**config.mk**
```make
export PLATFORM = sky130hd
export DESIGN_NAME = scw_gcd
export DESIGN_NICKNAME = d
export VERILOG_FILES = /design/src/scw_gcd.sv
export SDC_FILE = /design/constraint.sdc
export NUM_CORES = 1
export LEC_CHECK = 0
export BUFFER_PORTS_ARGS = -buffer_cell sky130_fd_sc_hd__buf_4
export CORE_ASPECT_RATIO = 0.9
export CORE_MARGIN = 8
export CORE_UTILIZATION = 42
export CTS_CLUSTER_DIAMETER = 40
export DETAILED_ROUTE_END_ITERATION = 10
export HOLD_SLACK_MARGIN = 0.1
export SYNTH_ARGS = -nofsm -noshare
export SYNTH_HDL_FRONTEND = slang
export SYNTH_SLANG_ARGS = --single-unit
```
**constraint.sdc**
```tcl
create_clock -name clk -period 7.8 [get_ports clk]
set_clock_uncertainty 0.15 [all_clocks]
set_input_delay 0.78 -clock clk [delete_from_list [all_inputs] [get_ports clk]]
set_output_delay 0.78 -clock clk [all_outputs]
set_load 0.05 [all_outputs]
```
**src/scw_gcd.sv**
```systemverilog
// ----------------------------------------------------------------------------
// scw_gcd: iterative binary GCD unit
// Computes GCD(a, b) with one shift or one subtract per cycle.
// ----------------------------------------------------------------------------
`default_nettype none

module scw_gcd #(
  parameter int W = 63
) (
  input  wire logic         clk,
  input  wire logic         rst_n,
  input  wire logic         start,
  input  wire logic [W-1:0] a_in,
  input  wire logic [W-1:0] b_in,
  output logic              busy,
  output logic              done,
  output logic [W-1:0]      result
);
  localparam int KW = $clog2(W + 1);

  logic [W-1:0]  a_r, a_nxt, b_r, b_nxt, res_r, res_nxt;
  logic [KW-1:0] k_r, k_nxt;
  logic          busy_r, busy_nxt, done_r, done_nxt;

  // Operand and control registers.
  always_ff @(posedge clk) begin
    if (!rst_n) begin
      busy_r <= 1'b0;
      done_r <= 1'b0;
    end else begin
      busy_r <= busy_nxt;
      done_r <= done_nxt;
    end
    a_r   <= a_nxt;
    b_r   <= b_nxt;
    k_r   <= k_nxt;
    res_r <= res_nxt;
  end

  // One reduction step per cycle: common factors of two are counted in k,
  // single factors of two are dropped, and two odd operands are subtracted.
  always_comb begin
    a_nxt    = a_r;
    b_nxt    = b_r;
    k_nxt    = k_r;
    res_nxt  = res_r;
    busy_nxt = busy_r;
    done_nxt = 1'b0;
    if (start) begin
      a_nxt    = a_in;
      b_nxt    = b_in;
      k_nxt    = '0;
      busy_nxt = 1'b1;
    end else if (busy_r) begin
      if (a_r == '0) begin
        res_nxt  = b_r << k_r;
        busy_nxt = 1'b0;
        done_nxt = 1'b1;
      end else if (b_r == '0) begin
        res_nxt  = a_r << k_r;
        busy_nxt = 1'b0;
        done_nxt = 1'b1;
      end else if (!a_r[0] && !b_r[0]) begin
        a_nxt = a_r >> 1;
        b_nxt = b_r >> 1;
        k_nxt = k_r + KW'(1);
      end else if (!a_r[0]) begin
        a_nxt = a_r >> 1;
      end else if (!b_r[0]) begin
        b_nxt = b_r >> 1;
      end else if (a_r >= b_r) begin
        a_nxt = a_r - b_r;
      end else begin
        b_nxt = b_r - a_r;
      end
    end
  end

  assign busy   = busy_r;
  assign done   = done_r;
  assign result = res_r;

  // A new operation is only started while the unit is free.
  a_start_idle: assert property (@(posedge clk) disable iff (!rst_n)
    start |-> !busy_r)
    else $error("gcd started while busy");

  // Completion ends the busy period.
  a_done_free: assert property (@(posedge clk) disable iff (!rst_n)
    done_r |-> !busy_r)
    else $error("gcd done while still busy");

  // A busy unit either finishes or stays busy.
  a_busy_cont: assert property (@(posedge clk) disable iff (!rst_n)
    (busy_r && !start) |=> (busy_r || done_r))
    else $error("gcd lost its operation");

endmodule

`default_nettype wire

```
== Yosys cells after proc, flatten, opt, wreduce, memory -nomap -nowiden ==
Index checks and enable logic that the tools add are counted.

* Flip-flop bits (word level): 197
* Input port bits: 129
* Output and inout port bits: 65
* Word-level logic and storage cells: 63

* $add $sub $neg: 3
* Magnitude comparators: 1
* Equal/unequal tests: 5
* Shifts and indexed selects: 2
* Multiplexer cells: 24
* Bitwise operators: 5
* Reductions and logical operators: 15

{| class="wikitable"
|+ Operators with widths
! cell !! number
|-
| two-way mux 63 bit || 18
|-
| logical NOT 63 bit || 2
|-
| << shifter 63 x 6 -> 63 bit || 2
|-
| subtractor 63 bit || 2
|-
| greater-or-equal comparator 63 bit || 1
|-
| AND reduction 5 bit || 2
|-
| inequality test 4 x 2 -> 1 bit, second input constant || 2
|-
| AND reduction 4 bit || 2
|-
| adder 6 x 1 -> 6 bit, second input constant || 1
|-
| two-way mux 1 bit || 6
|-
| AND reduction 3 bit || 2
|-
| NOT 1 bit || 5
|-
| inequality test 2 bit, second input constant || 2
|-
| inequality test 4 bit, second input constant || 1
|-
| nonzero test 2 bit || 2
|-
| nonzero test 3 bit || 1
|-
| OR reduction 3 bit || 1
|-
| logical NOT 1 bit || 2
|-
| logical AND 1 bit || 1
|}

== Depth between registers and ports, before layout ==
* Word-level depth: 9
* Gate-level depth with buffers: 16
* Depth with buffers taken out: 14

== Worst setup path after synthesis ==
Ideal clock, no wire load.

* Path kind: register -> register
* From: register a_r[33]
* To: register res_r[0] (netlist: result[0]), enable pin
* Setup time: 0.577 ns
* Data arrival time: 6.522 ns
* Required time: 7.073 ns
* Slack: 0.550 ns
* Stages on the path, launching flop included: 8
* Buffers on the path: 2
* Clock period less this slack: 7.250 ns
* Path through: edfxtp_1 nor4_2 nand4_1 nor4_4 buf_6 buf_2 nor2_1 nor3b_1

* Word-level cells in the longest chain between the ends: 3

{| class="wikitable"
|+ Ends and longest elaborated chain
! what !! line !! source
|-
| start, declared || 21 || <nowiki>logic [W-1:0] a_r, a_nxt, b_r, b_nxt, res_r, res_nxt;</nowiki>
|-
| start signal, assigned || 34 || <nowiki>a_r <= a_nxt;</nowiki>
|-
| logical NOT 63 bit || 55 || <nowiki>if (a_r == '0) begin</nowiki>
|-
| nonzero test 2 bit (no line) || -- ||
|-
| AND reduction 3 bit (no line) || -- ||
|-
| end signal, assigned || 37 || <nowiki>res_r <= res_nxt;</nowiki>
|-
| end, declared || 21 ||
|}

No other way between the ends.
A chain may end at the register's enable or synchronous reset.

== Worst setup path in the final report ==
* From: register b_r[30]
* To: register b_r[62], data pin

* Word-level cells in the longest chain between the ends: 9

{| class="wikitable"
|+ Ends and longest elaborated chain
! what !! line !! source
|-
| start, declared || 21 ||
|-
| start signal, assigned || 35 || <nowiki>b_r <= b_nxt;</nowiki>
|-
| subtractor 63 bit || 74 || <nowiki>b_nxt = b_r - a_r;</nowiki>
|-
| two-way mux 63 bit || 71 || <nowiki>end else if (a_r >= b_r) begin</nowiki>
|-
| two-way mux 63 bit || 69 || <nowiki>end else if (!b_r[0]) begin</nowiki>
|-
| two-way mux 63 bit || 67 || <nowiki>end else if (!a_r[0]) begin</nowiki>
|-
| two-way mux 63 bit || 63 || <nowiki>end else if (!a_r[0] && !b_r[0]) begin</nowiki>
|-
| two-way mux 63 bit || 59 || <nowiki>end else if (b_r == '0) begin</nowiki>
|-
| two-way mux 63 bit || 55 ||
|-
| two-way mux 63 bit || 54 || <nowiki>end else if (busy_r) begin</nowiki>
|-
| two-way mux 63 bit || 49 || <nowiki>if (start) begin</nowiki>
|-
| named net b_nxt[62] || 21 ||
|}

The timed path passes the listed nets, and every way through them passes these cells. The select of a mux whose other input is x is not followed.

==> flow_summary.json <==
{
  "syn_area_per_cell_um2": 8.28,
  "via_count": 20600,
  "met3_length_um": 7720,
  "die_h_um": 226,
  "r2r_cells": 11,
  "place_inst": 3158,
  "yosysWarnings": 0,
  "grt_pass1_vias": 19900,
  "htree_levels": 4,
  "seqCellArea_mm2": 0.00584,
  "path_cells": "ha_1, nand2_1, nor3_1, nand3_1, o221ai_1, o211ai_1, a21o_1, a31o_2, and2_1, nand2b_1, o31ai_1",
  "cp_top_family": "simple AND/OR/NAND/NOR gates",
  "dr_wl_met2_um": 38800,
  "hold_viol": 0,
  "pre_cts_ws_ps": 2070,
  "instances_no_fill": 3190,
  "start_kind": "flip-flop",
  "post-route-period-util_pct": 75.5,
  "vias_per_cell": 6.47,
  "core-area_mm2": 0.0487,
  "nNetsFinal": 2804,
  "numPortBuffers": 193,
  "grt_use_total_pct": 30.6,
  "multi_input_area_mm2": 0.0131,
  "synth_area_mm2": 0.0205,
  "post_cts_resized": 0,
  "grt_pass1_wl_um": 131000,
  "cp_slowest_cell": "a31o_2",
  "max_stage_delay_ps": 950,
  "comb_power_share_pct": 60.1,
  "synth.net_count": 2739,
  "p_clk_share_pct": 14.1,
  "worst_slew_pin_slew_ps": 1170,
  "initial_core_util_pct": 42.1,
  "antenna_found_initial": 0,
  "worst_ep_arrival_time_ps": 6070,
  "placed_area_mm2": 0.0223,
  "die_x_um": 249,
  "p_sw_mw": 3.44,
  "overflow": 0,
  "mostFrequentLayoutCells": "a21oi_1 (337), inv_1 (228), buf_4 (224), nand2_1 (199), edfxtp_1 (189)",
  "post_drt_wl_per_cell_um": 27.9,
  "drc": 0,
  "hold_depth": 3,
  "syn_inst": 2480,
  "first_pass_iters": 7,
  "max_freq_ghz": 0.170,
  "drv_cap": 0,
  "numCtsBuffers": 17,
  "drt_iter0_drc": 2652,
  "syn_to_final_growth_pct": 11.3,
  "crit_fanout": 37,
  "ios": 194,
  "antenna_left": 0,
  "p_seq_share_pct": 25.8,
  "antenna_cells": 0,
  "rsz0062_at_grt": "no",
  "ys_ff_latch": 197,
  "hold_ws_ps": 389,
  "clk_pin_slew_ps": 90,
  "ir_drop_v": 0.000210,
  "end_kind": "flip-flop",
  "min_period_ps": 5890,
  "synthArstFlopShare_pct": 0,
  "wl_met1_um": 38600,
  "cell_internal_pwr_mw": 3.21,
  "required_ps": 7980,
  "design_area_mm2": 0.0228,
  "p_sw_share_pct": 51.7,
  "postCtsHoldBufs": 0,
  "worstSetupPathType": "flip-flop to flip-flop",
  "grt_max_degree": 91,
  "clockBufferDepth": 2,
  "cts_tree": "yes",
  "ys.flop_type": "edfxtp_1",
  "synth_edf_count": 189,
  "fillers": 4887,
  "drt-total-wl_um": 88900,
  "relSlewSlack_pct": 22.2,
  "tns_ps": 0,
  "row_count": 77,
  "drive_above_1_share_pct": 13.0,
  "final_common_cell": "a21oi_1",
  "yosysSeqAreaShare_pct": 28.4,
  "finalMaxSlewViolations": 0,
  "path_depth": 11,
  "clock_sinks": 197,
  "holdCritPathClass": "input port to flip-flop",
  "clk_latency_ps": 520,
  "cts-root-buf": "clkbuf_16",
  "cellLeakagePower_nw": 9.83,
  "top_layer": "met4",
  "status": "complete, no violations",
  "pwr_density_cell_mw_per_mm2": 291,
  "critPathBufInv": 0,
  "synthDistinctLibCells": 82,
  "setup_ws_ps": 1910,
  "post_cts_buffers": 0,
  "hpwl_um": 69600,
  "gp_congestion": 1.06,
  "setup-violations-final": 0,
  "dieArea_mm2": 0.0562
}
## cells by family (layout without fill, tap and decap cells)
group | Yosys count | count (layout) | synth area share (%)
flip-flops | 197 | 197 | 28.4
adder cells (fa/ha/maj) | 130 | 130 | 8.00
AO/OA/AOI/OAI | 928 | 928 | 29.0
AND/OR/NAND/NOR | 552 | 552 | 12.6
multiplexers | 140 | 140 | 8.74
buffers and inverters | 411 | 489 | 8.01
XOR/XNOR | 122 | 122 | 5.21
## Yosys cell counts, drive strengths merged, types with 5 or more instances
cell,number,area (um2)
a2111oi,5,63.8
a211oi,24,180
a21boi,18,135
a21o,63,473
a21oi,341,1720
a221o,5,50.1
a221oi,74,648
a222oi,6,60.1
a22o,8,70.1
a22oi,78,586
a31oi,20,125
and2,14,87.6
and3,9,56.3
and4,5,43.8
buf,59,320
clkbuf,120,454
dfxtp,8,160
edfxtp,189,5680
ha,128,1600
inv,230,863
mux2,8,90.1
mux2i,103,1050
mux4,29,653
nand2,201,754
nand2b,13,81.3
nand3,26,130
nand4,38,238
nor2,147,554
nor2b,7,43.8
nor3,31,171
nor4,41,290
o211ai,11,82.6
o21a,17,128
o21ai,140,704
o21bai,42,319
o221ai,14,123
o22ai,18,113
o31a,13,114
o31ai,11,82.6
or2,9,56.3
or3,5,36.3
xnor2,87,762
xor2,35,307
## stage by stage
| step | power (mW) | util (%) |
|---|---|---|
| detailed placement | 5.58 | 45.7 |
| global placement | 5.60 | 45.7 |
| global route | 6.97 | 46.9 |
| finish | 6.65 | 46.9 |
| CTS | 6.53 | 46.9 |
| floorplan | 4.26 | - |
## final timing paths
| kind | startpoint | end | slack (ps) |
|---|---|---|---|
| worst min-delay path | a_in[21] | a_r[21] | 390 |
| worst max register to register | b_r[30] | b_r[62] | 1910 |
| worst max-delay path | b_r[30] | b_r[62] | 1910 |
| worst min register to register | busy | busy | 640 |
## state kept, by name, summed over array words and instances (netlist names)
name and count:
done 1, k_r 6, a_r 63, b_r 63, result 63, busy 1
## power by group through the flow
stage	Combinational (mW)	Sequential [mW]	Clock, mW
final	3.99	1.72	0.940
after global routing	4.27	1.72	0.981
after CTS	3.88	1.70	0.956
after detailed placement	3.86	1.72	0
after global placement	3.88	1.72	0
after floorplan	2.72	1.54	0
## final cells by class
cell class              count  share of cell area [%]
clock buffers              17                    1.86
clock inverters            15                   0.685
inverters                 232                    3.81
multi-input cells        1872                    57.2
flip-flops and latches    197                    25.6
well taps                 632                    3.46
repair buffers            225                    7.42
## tightest hold or removal path, cell delays in order
cell,delay [ps]
buf_4,80
nand2_1,40
o21ai_0,50
## metal layers
layer | up-vias | track usage, %
li1 | 9337 | -
met1 | 9991 | 41.3
met2 | 1105 | 47.2
met3 | 196 | 6.76
met4 | 0 | 12.8
met5 | - | 0
(Power assumes the default switching activity.)
